`src/rtl/mf_pkg.sv`:
```
// shared constants and types of the 3x3 median filter
package mf_pkg;

    localparam int MF_MAX_WIDTH    = 2048;
    localparam int MF_PIXEL_BITS   = 8;
    localparam int MF_TAPS         = 9;
    localparam int MF_CFG_BITS     = 12;
    localparam int MF_ROW_BITS     = 12;
    localparam int MF_HEIGHT_LIMIT = 2048;
    localparam int MF_WIDTH_RESET  = 640;
    localparam int MF_HEIGHT_RESET = 480;
    localparam int MF_ADDR_BITS    = 3;
    localparam int MF_APB_BITS     = 32;
    localparam int MF_WQ_LOG2      = 2;
    localparam int MF_OQ_LOG2      = 1;

    // register index, taken from paddr[2]
    typedef enum logic {
        MF_REG_WIDTH  = 1'b0,
        MF_REG_HEIGHT = 1'b1
    } t_mf_reg;

    // row and frame markers that travel with each result
    typedef struct packed {
        logic eor;
        logic eof;
    } t_mf_flags;

endpackage

```
`src/rtl/mf_median.sv`:
```
// back end: three-stage median-of-nine compare-exchange pipeline
module mf_median
    import mf_pkg::*;
#(
    parameter int PIXEL_BITS = MF_PIXEL_BITS
) (
    input  logic                          i_clk,
    input  logic                          i_rst_n,
    input  logic                          i_valid,
    input  logic [MF_TAPS*PIXEL_BITS-1:0] i_win,
    input  t_mf_flags                     i_flags,
    output logic                          o_ready,
    output logic                          o_valid,
    output logic [PIXEL_BITS-1:0]         o_median,
    output t_mf_flags                     o_flags,
    input  logic                          i_ready
);

    typedef logic [PIXEL_BITS-1:0]             t_pix;
    typedef logic [MF_TAPS-1:0][PIXEL_BITS-1:0] t_vec;
    typedef logic [3:0]                        t_idx;

    function automatic t_vec cx(t_vec v, t_idx a, t_idx b);
        t_pix va;
        t_pix vb;
        va = v[a];
        vb = v[b];
        if (va > vb) begin
            v[a] = vb;
            v[b] = va;
        end
        return v;
    endfunction

    logic      r_v1, r_v2, r_v3;
    t_vec      r_p1, r_p2;
    t_pix      r_m3;
    t_mf_flags r_f1, r_f2, r_f3;
    t_vec      s1, s2, s3;
    logic      adv1, adv2, adv3;

    assign adv3    = !r_v3 || i_ready;
    assign adv2    = !r_v2 || adv3;
    assign adv1    = !r_v1 || adv2;
    assign o_ready = adv1;

    // sort the three rows
    always_comb begin
        s1 = t_vec'(i_win);
        s1 = cx(s1, 4'd1, 4'd2);
        s1 = cx(s1, 4'd4, 4'd5);
        s1 = cx(s1, 4'd7, 4'd8);
        s1 = cx(s1, 4'd0, 4'd1);
        s1 = cx(s1, 4'd3, 4'd4);
        s1 = cx(s1, 4'd6, 4'd7);
        s1 = cx(s1, 4'd1, 4'd2);
        s1 = cx(s1, 4'd4, 4'd5);
        s1 = cx(s1, 4'd7, 4'd8);
    end

    // cross-row merges
    always_comb begin
        s2 = r_p1;
        s2 = cx(s2, 4'd0, 4'd3);
        s2 = cx(s2, 4'd5, 4'd8);
        s2 = cx(s2, 4'd4, 4'd7);
        s2 = cx(s2, 4'd3, 4'd6);
        s2 = cx(s2, 4'd1, 4'd4);
        s2 = cx(s2, 4'd2, 4'd5);
    end

    // final narrowing onto the middle element
    always_comb begin
        s3 = r_p2;
        s3 = cx(s3, 4'd4, 4'd7);
        s3 = cx(s3, 4'd2, 4'd4);
        s3 = cx(s3, 4'd4, 4'd6);
        s3 = cx(s3, 4'd2, 4'd4);
    end

    always_ff @(posedge i_clk) begin
        if (!i_rst_n) begin
            r_v1 <= 1'b0;
            r_v2 <= 1'b0;
            r_v3 <= 1'b0;
        end else begin
            if (adv1) begin
                r_v1 <= i_valid;
            end
            if (adv2) begin
                r_v2 <= r_v1;
            end
            if (adv3) begin
                r_v3 <= r_v2;
            end
        end
    end

    always_ff @(posedge i_clk) begin
        if (adv1) begin
            r_p1 <= s1;
            r_f1 <= i_flags;
        end
        if (adv2) begin
            r_p2 <= s2;
            r_f2 <= r_f1;
        end
        if (adv3) begin
            r_m3 <= s3[4];
            r_f3 <= r_f2;
        end
    end

    assign o_valid  = r_v3;
    assign o_median = r_m3;
    assign o_flags  = r_f3;

endmodule

```
`config.mk`:
```
export PLATFORM = sky130hd
export DESIGN_NAME = mf_median
export DESIGN_NICKNAME = d
export VERILOG_FILES = /design/src/rtl/mf_pkg.sv /design/src/rtl/mf_median.sv
export SDC_FILE = /design/constraint.sdc
export NUM_CORES = 1
export LEC_CHECK = 0
export ABC_AREA = 0
export BUFFER_PORTS_ARGS = -buffer_cell sky130_fd_sc_hd__buf_2
export CAP_MARGIN = 30
export CORE_MARGIN = 2
export CORE_UTILIZATION = 40
export DETAILED_ROUTE_END_ITERATION = 10
export GPL_TIMING_DRIVEN = 0
export SLEW_MARGIN = 20
export SYNTH_ARGS = -nofsm -noshare
export SYNTH_HDL_FRONTEND = slang
export SYNTH_SLANG_ARGS = --single-unit
```
`constraint.sdc`:
```
create_clock -name i_clk -period 20.5 [get_ports i_clk]
set_clock_uncertainty 0.2 [all_clocks]
set_input_delay 5.125 -clock i_clk [delete_from_list [all_inputs] [get_ports i_clk]]
set_output_delay 5.125 -clock i_clk [all_outputs]
set_load 0.05 [all_outputs]
```
Yosys cells after proc, flatten, opt, wreduce, memory -nomap -nowiden
Index checks and enable logic that the tools add are counted.
{"block": "totals", "register_bits": 121, "input_bits": 78, "out_inout_bits": 12, "word_cells": 69}
{"block": "classes", "magnitude_cmp": 19, "n_mux": 21, "n_reduce_logical": 6}
{"operator": "> comparator 8 bit", "count": 19}
{"operator": "two-way mux 16 bit", "count": 9}
{"operator": "two-way mux 8 bit", "count": 12}
{"operator": "zero test 1 bit", "count": 3}
{"operator": "logical OR 1 bit", "count": 3}

Logic depth before layout (Yosys ltp)
{"block": "depth", "ltp_word": 8, "depth_mapped": 31, "mapped_depth_nobuf": 29}

Worst setup path after synthesis
No wires, ideal clock.
{"block": "synth_path", "kind": "in2out", "start": "input i_ready", "end": "output o_ready", "t_arrival_ns": 7.415, "t_required_ns": 15.175, "path_slack_ns": 7.760, "cell_stages": 2, "path_buffers": 0, "cell_sequence": "nor2b_1 nand3_1"}
{"block": "synth_between", "elab_chain_cells": 3}
{"element": "from (decl)", "line_no": "mf_median.sv:16", "text": "input logic i_ready"}
{"element": "logical OR 1 bit", "line_no": "mf_median.sv:42", "text": "assign adv3 = !r_v3 || i_ready;"}
{"element": "logical OR 1 bit", "line_no": "mf_median.sv:43", "text": "assign adv2 = !r_v2 || adv3;"}
{"element": "logical OR 1 bit", "line_no": "mf_median.sv:44", "text": "assign adv1 = !r_v1 || adv2;"}
{"element": "to (decl)", "line_no": "mf_median.sv:12", "text": "output logic o_ready,"}
Every way passes these cells.

Worst setup path in the final report
Ends and elaborated chain as after synthesis.

==> impl_metrics.toml <==
[cts]
tritoncts = "yes"
hold_buffers = 0
clock-sinks = 121
htreeDepth = 4
path_clk_slew_ns = 0.06
cts_buffer_depth = 2
root_buffer = "clkbuf_16"
cts-buffers-inserted = 17
ctsResizeCount = 0
clk_latency_ns = 0.42
postCtsSetupRepairBufs = 0

[synth]
yosysWarnings = 0
synth_area_um2 = 10400
syn-instance-count = 1074
ys_seq_area_share_pct = 34.5
synth_edf_count = 118
synth_seq_cells = 121
syn_avg_cell_area_um2 = 9.72
synthFlopType = "edfxtp_1"
syn_nets = 1304
ys_types = 61
synthArstFlopShare_pct = 0

[worst_setup_path]
cp_common_cell = "buf_2"
crit_required_ns = 15.18
end_kind = "output port"
path_class = "in -> out"
crit_chain = "buf_2 -> nor2b_1 -> nand3_4 -> buf_16 -> buf_2"
crit_family = "simple AND/OR/NAND/NOR gates"
crit_slowest_cell = "nand3_4"
cp_max_fo = 52
cp-start-kind = "primary input"
cpPeakStageDelay_ns = 0.39
path_buf_inv = 3
cp.arrival_ns = 6.64

[grt]
grt_start_max_net_pins = 53
grt-ovfl-total = 0
grt_pass1_wl_um = 42500
track_usage_pct = 20.1
first_global_vias = 8030
antenna_found_initial = 0

[final_layout]
syn2layout_area_growth_pct = 14.7
seq_area_um2 = 3600
multi_input_area_um2 = 6300
finish.utilization_pct = 46.3
diodes = 0
nNetsFinal = 1413
nFillCells = 2453
drive_above_1_share_pct = 20.7

[floorplanning]
die_h_um = 166
ioPinCount = 90
initial_utilization_pct = 40.4
num_rows = 59
dieArea_um2 = 27400
coreArea_um2 = 25800
die_w_um = 166

[route]
first_iter_violations = 563
via_per_inst = 5.55
vias = 8494
ant_nets = 0
routed_wl_um = 26400
wl_per_cell_um = 17.2
firstDrtPassIters = 5
drc_errors = 0

[sta]
worst_slew_pin_slew_ns = 0.770
final.min_clock_period_ns = 11.96
fin_setup_tns_ns = 0
fmax_ghz = 0.0836
slew_viol_final = 0
rsz0062_at_grt = "no"
hold_viol = 0
relSlewSlack_pct = 48.5
setup_viol = 0
period_share_pct = 58.3

[placed_design]
dp_hpwl_um = 21300
globalplace.congestion = 0.896
placement.io_buffers = 89

[job]
max_cap_violations = 0

[min_path]
hold_class = "reg -> reg"

[status]
status = "finished, final reports clean"
==> routing by layer <==
| metal | up-vias | part of all wire [%] | GRT usage [%] |
|---|---|---|---|
| met5 | - | 0 | 0 |
| li1 | 4249 | - | - |
| met2 | 226 | 48 | 33.6 |
| met3 | 29 | 4.7 | 2.47 |
| met4 | 0 | 1.6 | 6.39 |
| met1 | 3990 | 46 | 27.1 |
==> path summary, 6_finish.rpt <==
kind	endpoint	from	cells past startpoint	slack, ns
worst max-delay path	o_ready	i_ready	5	8.54
worst max register to register	o_median[3]	r_p2[37]	26	12.69
worst min-delay path	o_flags[0]	r_f2[0]	0	0.22
worst min register to register	o_flags[0]	r_f2[0]	0	0.22
==> cell families after synthesis <==
kind of cell    after synthesis  synth area share [%]
fa+ha+maj                   152                  18.2
flops                       121                  34.5
simple gates                284                  12.4
buf+inv                     129                  5.27
compound gates              303                  20.6
mux                          85                  9.06
==> synth_stat cells, types with 4 or more instances <==
library cell,number,area (um2)
or3_1,4,25.0
o221ai_1,8,70.1
inv_1,98,368
nand4_1,26,163
o221a_2,29,327
mux2i_1,56,561
o22ai_1,14,87.6
o21ai_0,49,245
ha_1,152,1900
mux2i_4,4,90.1
o211ai_1,9,67.6
or2_2,4,25.0
buf_4,7,52.6
o221a_1,11,124
nor2_1,106,398
mux2_2,21,236
o21a_1,7,52.6
a21oi_2,13,114
edfxtp_1,118,3540
buf_2,14,70.1
clkbuf_1,7,26.3
a21o_1,14,105
nand3_1,19,95.1
and2_1,5,31.3
nor2b_1,19,119
a21oi_1,116,581
nand2_1,85,319
==> sequential cells by signal (all words and copies together) (netlist names) <==
name	flops
r_f2	2
o_flags	2
r_f1	2
r_p2	32
o_valid	1
o_median	8
r_v1	1
r_v2	1
r_p1	72
==> stage by stage <==
| stage | hold WS [ns] | worst slack [ns] | area [um2] | instances |
|---|---|---|---|---|
| after floorplan | 0.200 | 7.76 | 10400 | 1074 |
| after global placement | 0.209 | 6.13 | 11300 | 1498 |
| after detailed placement | 0.211 | 8.53 | 11300 | 1499 |
| after CTS | 0.224 | 8.52 | 12000 | 1531 |
| after global routing | 0.240 | 8.41 | 12000 | 1531 |
| final | 0.224 | 8.54 | 12000 | 1531 |
==> layout make-up <==
type,instances,area share (%)
multi-input cells,824,52.6
flip-flops and latches,121,30.1
repair buffers,90,3.95
clock buffers,17,3.55
well taps,335,3.50
inverters,98,3.07
clock inverters,15,1.67
plain buffers,31,1.53
==> placed cells by master (no fill, tap or decap), types with 6 or more instances in the layout <==
cell type  synthesis  layout
ha_1             152     152
edfxtp_1         118     118
a21oi_1          116     116
nor2_1           106     106
buf_2             14     103
inv_1             98      98
nand2_1           85      84
mux2i_1           56      56
o21ai_0           49      49
o221a_2           29      29
nand4_1           26      26
mux2_2            21      21
nor2b_1           19      19
nand3_1           19      18
clkbuf_16          0      17
o22ai_1           14      14
a21o_1            14      14
a21oi_2           13      13
o221a_1           11      11
o211ai_1           9       9
o221ai_1           8       8
buf_4              7       7
clkbuf_1           7       7
o21a_1             7       7
clkinv_4           0       6
Power is not shown: default switching activity piles up to over one toggle a cycle in this logic, so the estimate is an artifact.
