## config.mk

```make
export PLATFORM = sky130hd
export DESIGN_NAME = mf_fifo
export DESIGN_NICKNAME = d
export VERILOG_FILES = /design/src/rtl/mf_fifo.sv
export SDC_FILE = /design/constraint.sdc
export NUM_CORES = 1
export LEC_CHECK = 0
export ABC_AREA = 1
export BUFFER_PORTS_ARGS = -buffer_cell sky130_fd_sc_hd__buf_2
export CAP_MARGIN = 10
export CORE_MARGIN = 4
export CORE_UTILIZATION = 45
export CTS_CLUSTER_DIAMETER = 100
export CTS_CLUSTER_SIZE = 25
export DETAILED_ROUTE_END_ITERATION = 10
export PLACE_DENSITY = 0.7
export SLEW_MARGIN = 30
export SYNTH_ARGS = -nofsm -noshare
export SYNTH_HDL_FRONTEND = slang
export SYNTH_SLANG_ARGS = --single-unit
```

## constraint.sdc

```tcl
create_clock -name i_clk -period 2.1 [get_ports i_clk]
set_clock_uncertainty 0.05 [all_clocks]
set_input_delay 0.315 -clock i_clk [delete_from_list [all_inputs] [get_ports i_clk]]
set_output_delay 0.315 -clock i_clk [all_outputs]
set_load 0.02 [all_outputs]
```

## src/rtl/mf_fifo.sv

```systemverilog
// small register queue with push/full and pop/empty sides
module mf_fifo #(
    parameter int WIDTH      = 8,
    parameter int DEPTH_LOG2 = 1
) (
    input  logic             i_clk,
    input  logic             i_rst_n,
    input  logic             i_push,
    input  logic [WIDTH-1:0] i_data,
    output logic             o_full,
    input  logic             i_pop,
    output logic [WIDTH-1:0] o_data,
    output logic             o_empty
);

    localparam int DEPTH = 1 << DEPTH_LOG2;

    logic [WIDTH-1:0]      r_mem [DEPTH];
    logic [DEPTH_LOG2-1:0] r_wr;
    logic [DEPTH_LOG2-1:0] r_rd;
    logic [DEPTH_LOG2:0]   r_cnt;
    logic                  wr_en;
    logic                  rd_en;

    assign o_full  = (r_cnt == (DEPTH_LOG2 + 1)'(DEPTH));
    assign o_empty = (r_cnt == '0);
    assign wr_en   = i_push && !o_full;
    assign rd_en   = i_pop && !o_empty;
    assign o_data  = r_mem[r_rd];

    always_ff @(posedge i_clk) begin
        if (!i_rst_n) begin
            r_wr  <= '0;
            r_rd  <= '0;
            r_cnt <= '0;
        end else begin
            if (wr_en) begin
                r_wr <= r_wr + 1'b1;
            end
            if (rd_en) begin
                r_rd <= r_rd + 1'b1;
            end
            case ({wr_en, rd_en})
                2'b10:   r_cnt <= r_cnt + 1'b1;
                2'b01:   r_cnt <= r_cnt - 1'b1;
                default: r_cnt <= r_cnt;
            endcase
        end
    end

    always_ff @(posedge i_clk) begin
        if (wr_en) begin
            r_mem[r_wr] <= i_data;
        end
    end

endmodule

```

=== Yosys cells after proc, flatten, opt, wreduce, memory -nomap -nowiden ===
Memories as Yosys holds them, arrays and structs flattened. A register that Yosys moved wholly into a read port is not among the register bits.
Index checks and enable logic that the tools add are counted.

* Add/sub/neg operators: 4
* Reductions and logical operators: 6
* Muxes and demuxes: 5
* Shift operators: 0
* Eq/ne operators: 3
* Divide/modulo/power cells: 0
* Multipliers: 0
* Magnitude comparators: 0
* Bitwise logic cells: 0

{| class="wikitable"
|+ Operators by type and width
! cell !! count
|-
| == test 2 bit, second input constant || 2
|-
| two-way mux 1 bit || 4
|-
| one-hot mux 2 bit (2 select lines) || 1
|-
| adder 1 bit, second input constant || 2
|-
| adder 2 x 1 -> 2 bit, second input constant || 1
|-
| == test 2 x 1 -> 1 bit, second input constant || 1
|-
| logical AND 1 bit || 2
|-
| logical NOT 1 bit || 2
|-
| logical NOT 2 bit || 1
|-
| nonzero test 2 bit || 1
|-
| subtractor 2 x 1 -> 2 bit, second input constant || 1
|}

* Bits in read-only memories: 0
* Logic and storage cells: 22
* Latch bits: 0
* Output and inout bits: 10
* Memory bits (writable): 16
* Memories: 1
* Bits in registers: 4
* Bits of input ports: 12

{| class="wikitable"
|+ Memory list
! memory !! words !! bits a word !! read ports !! clocked after Yosys merged registers in !! write ports !! RTL line !! RTL
|-
| r_mem || 2 || 8 || 1 || 1 || 1 || 18 || <nowiki>logic [WIDTH-1:0] r_mem [DEPTH];</nowiki>
|}

=== Logic depth before layout (Yosys ltp) ===
* Depth in word-level cells: 5
* Mapped depth: 10

=== Worst setup path after synthesis ===
Ideal clock, no wire load.

* Kind: flip-flop to flip-flop
* Start: register r_cnt[0]
* End: memory r_mem[0][0] (enable)
* Setup time: 370 ps
* Buffers on the path: 0
* Stages on the path, launching flop included: 5
* Path slack: 662 ps
* Arrival time: 1,018 ps
* Cell sequence: dfxtp_1 nor2_2 nor2_2 inv_1 nor2_1

* Cells in the longest elaborated chain, start to end: 5

{| class="wikitable"
|+ RTL lines
! element !! RTL line !! RTL
|-
| from (decl) || 21 || <nowiki>logic [DEPTH_LOG2:0] r_cnt;</nowiki>
|-
| from (signal assigned) || 44 || <nowiki>2'b10: r_cnt <= r_cnt + 1'b1;</nowiki>
|-
| from (signal assigned) || 45 || <nowiki>2'b01: r_cnt <= r_cnt - 1'b1;</nowiki>
|-
| from (signal assigned) || 46 || <nowiki>default: r_cnt <= r_cnt;</nowiki>
|-
| == test 2 bit || 25 || <nowiki>assign o_full = (r_cnt == (DEPTH_LOG2 + 1)'(DEPTH));</nowiki>
|-
| net o_full || 10 || <nowiki>output logic o_full,</nowiki>
|-
| logical NOT 1 bit || 27 || <nowiki>assign wr_en = i_push && !o_full;</nowiki>
|-
| logical AND 1 bit || 27 ||
|-
| two-way mux 1 bit || 52 || <nowiki>if (wr_en) begin</nowiki>
|-
| two-way mux 1 bit (implied by the code) || 53 || <nowiki>r_mem[r_wr] <= i_data;</nowiki>
|-
| to (decl) || 18 ||
|}

The timed path passes the listed nets, and every way through them passes these cells.

==> results <==
- The core region is around 1700 um2.
- The number of setup buffers added after CTS is 0.
- The library cell contributing the largest single delay on the critical path is dfxtp_1.
- Once routing completed, OpenROAD measured the worst setup slack at roughly 0.35 ns.
- The initial antenna violation count is 0.
- The congestion estimate from routability-driven global placement came to 0.643.
- The delay contributed by the slowest stage of the critical path is about 0.54 ns.
- The count of final max-slew check failures was 0.
- After synthesis, the netlist uses 16 different library cells.
- The source of the worst register-to-register timing path is r_cnt[0]$_SDFFE_PN0P_.
- The starting utilization of the core area is 0.481.
- At the pin with the least slew margin, the transition time is 0.345 ns.
- The post-placement cell count is roughly 110.
- The antenna diode count is 0.
- The beginning of the worst hold path is i_data[4].
- In this run the number of H-tree levels came out at 1.
- The tightest slew margin relative to the limit is 0.770.
- The overall via count from detail_route is roughly 520.
- The die height is 51.2 um.
- The overall overflow remaining after global route is 0.
- The post-cts sizing count is 0.
- Leaving out filler cells and counting taps, the final layout contains ~120.
- After synthesis, the mean cell area works out to ~13 um2.
- The summed instance area of the synthesized netlist is ~840 um2.
- The pin count of the biggest net entering global routing is 13.
- The number of clock buffers added by TritonCTS is 3.
- The total chip power is between 0.001 and 0.0015 W.
- The layout has between 150 and 200 filler cells.
- The overall die width is around 51 um.
- The most common cell after layout, fill and taps aside is buf_2.
- The number of nets in the final layout is 104.
- The count of endpoints failing hold in the final timing report came to 0.
- The worst reg-to-reg path cell count is 10.
- Walking the worst path, the cells encountered are mux2_2 -> buf_2.
- Using the TritonRoute via totals, the vias-per-cell ratio works out to roughly 4.5.
- For this design the ratio of total power to cell area is approximately 1000 nW/um2.
- The count of hold-fix buffers inserted at cts is 0.
- Counting instances, the worst hold path has a depth of 1.
- The flop and latch count out of synthesis is 21.
- The signed area change from the synthesized netlist to the final layout is 19.8%.
- The start-to-end type of the worst setup path is reg -> out.
- The clock sink total is 21.
- For this design the static power due to leakage is between 0.4 and 0.5 nW.
- The overall die area is 2620 um2.
- The worst setup path is launched from a flip-flop.
- The root buffer cell chosen for the clock tree is clkbuf_4.
- Max-cap violations in this run came to 0.
- Port buffering added 21 buffers.
- The iteration count of the initial detailed-routing pass is 3.
- Of the available clock period, the critical path in the final layout requires 0.833.
- The row count is 15.
- The synthesized netlist net count is 78.
- The share of layout cells above drive strength 1 is 0.456.
- The post-place instance area is approximately 980 um2.
- The final critical path time including I/O delays and setup is ~1.7 ns.
- The number of global-route vias before repair is 483.
- In this run the worst hold path is classified as in -> reg.
- In this run the critical register-to-register path is captured at r_cnt[1]$_SDFFE_PN0P_.
- The number of nets still failing antenna checks after routing is 0.
- The setup TNS after final layout is 0 ns.
- The HPWL reported at the end of detailed placement is roughly 900 um.
- Setup repair after global routing left no endpoint under its margin.
- The data arrival time of the worst path is about 1.4 ns.
- The maximum vdd drop is between 0.5 and 0.6 mV.
- The flop-to-flop setup slack is 0.67 ns.
- Setup violations remaining at the end of the flow were counted as 0.
- The run finished with clean final reports.
- Clock latency on the worst-skew pair, taken at its later pin, is around 0.29 ns.
- The endpoint required time on the critical path is around 1.7 ns.
- The sequential fraction of the synthesis area is 0.692.
- The share of synthesized area in the top cell type comes to 0.572.
- The detailed router finished its first iteration with 8 violations.
- The total global routing track utilization is 0.107.
- Derived from the worst setup path, the maximum achievable clock frequency is about 570 MHz.
- For this block, the routed nets add up to 1250 um of wire.
- The post-layout instance area is 1010 um2.
- Dividing the detail-routed wire length by the instance count gives about 11 um.
- TritonCTS built the clock tree.
- OpenSTA, run right after detailed placement, puts the worst setup slack at between 0.6 and 0.7 ns.
- The critical path capture point type is a primary output.
- Along the worst path, the maximum fanout reaches 8.
- The maximum root-to-sink buffer count is 2.
- The number of warning messages in the yosys log is 0.
- The first global-routing pass estimated between 2000 and 2500 um of wire.
- 22 I/O pins were placed.
- Yosys attributes the largest share of cell area to edfxtp_1, dfxtp_1, mux2_2.
- Leaving out fill and tap cells, the most frequent cells in the layout are buf_2, edfxtp_1, nor2_1, mux2_2.
- The post-CTS clock slew at the launch and capture registers of the worst setup and hold paths is 0.12 ns.
- In the synthesized netlist, the number of instances is 65.
- The dominant cell type by area after synthesis is edfxtp_1.
- The worst hold path terminates at r_mem[1][4]$_DFFE_PP_.
- In the routed design, unresolved DRC markers number 0.
## layout make-up
type                       count  area [um2]  share of cell area
sequential                    21         581               0.577
multi-input combinational     34         220               0.219
timing repair buffer          22         113               0.112
inverter                       9        33.8              0.0336
tap                           25        31.3              0.0311
clock buffer                   3        22.5              0.0224
clock inverter                 1        5.00             0.00498
## how the worst max path moves through the flow
stage | endpoint | start | slack (ns)
after floorplan | r_mem[0][0]$_DFFE_PP_ | r_cnt[0]$_SDFFE_PN0P_ | 0.66
after global placement | o_data[2] | flip-flop | 0.67
after detailed placement | o_data[2] | flip-flop | 0.68
after CTS | o_data[2] | flip-flop | 0.32
after global routing | o_data[1] | flip-flop | 0.27
final | o_data[2] | flip-flop | 0.35
## routing by layer
metal / GRT usage / routed length [um]
met5: 0 / 0
met4: 0.0538 / 12
met3: 0.0379 / 95
met2: 0.157 / 579
met1: 0.138 / 561
## logic make-up after synthesis
group / share of synthesized area
adders and majority gates: 0.0149
AOI/OAI and AO/OA: 0.0119
DFF: 0.692
buffers and inverters: 0.0462
and+or+nand+nor: 0.128
muxes: 0.107
## Yosys cell counts, drive strengths merged
| library cell | instances |
|---|---|
| mux2 | 8 |
| edfxtp | 16 |
| a21oi | 1 |
| nand4 | 1 |
| ha | 1 |
| dfxtp | 5 |
| nand2 | 8 |
| nor2 | 13 |
| nand3 | 1 |
| buf | 1 |
| inv | 9 |
| o21ai | 1 |
## worst max-delay path: cells and delay by family, from the launching register on
family	cells	cell delay, ns
flops	1	0.54
buf+inv	1	0.16
mux	1	0.38
## flip-flops by register name, summed over array words and instances, names as in the netlist, named ones only
signal / cells
r_cnt: 2
r_mem: 16
r_rd: 1
r_wr: 1
## per-stage QoR
step | hold WS (ns) | util
after detailed placement | 0.434 | 0.561
after global placement | 0.425 | 0.561
after CTS | 0.137 | 0.576
after global routing | 0.118 | 0.576
final | 0.144 | 0.576
after floorplan | 0.364 | -
## report_power, final
group	leakage [nW]	switching [W]	internal (W)
logic	0.221	0.000184	0.000122
registers	0.191	0.0000349	0.000509
clock network	0.0177	0.000119	0.0000709
total	0.430	0.000338	0.000701
No activity file was read; power rests on OpenSTA's default activity.
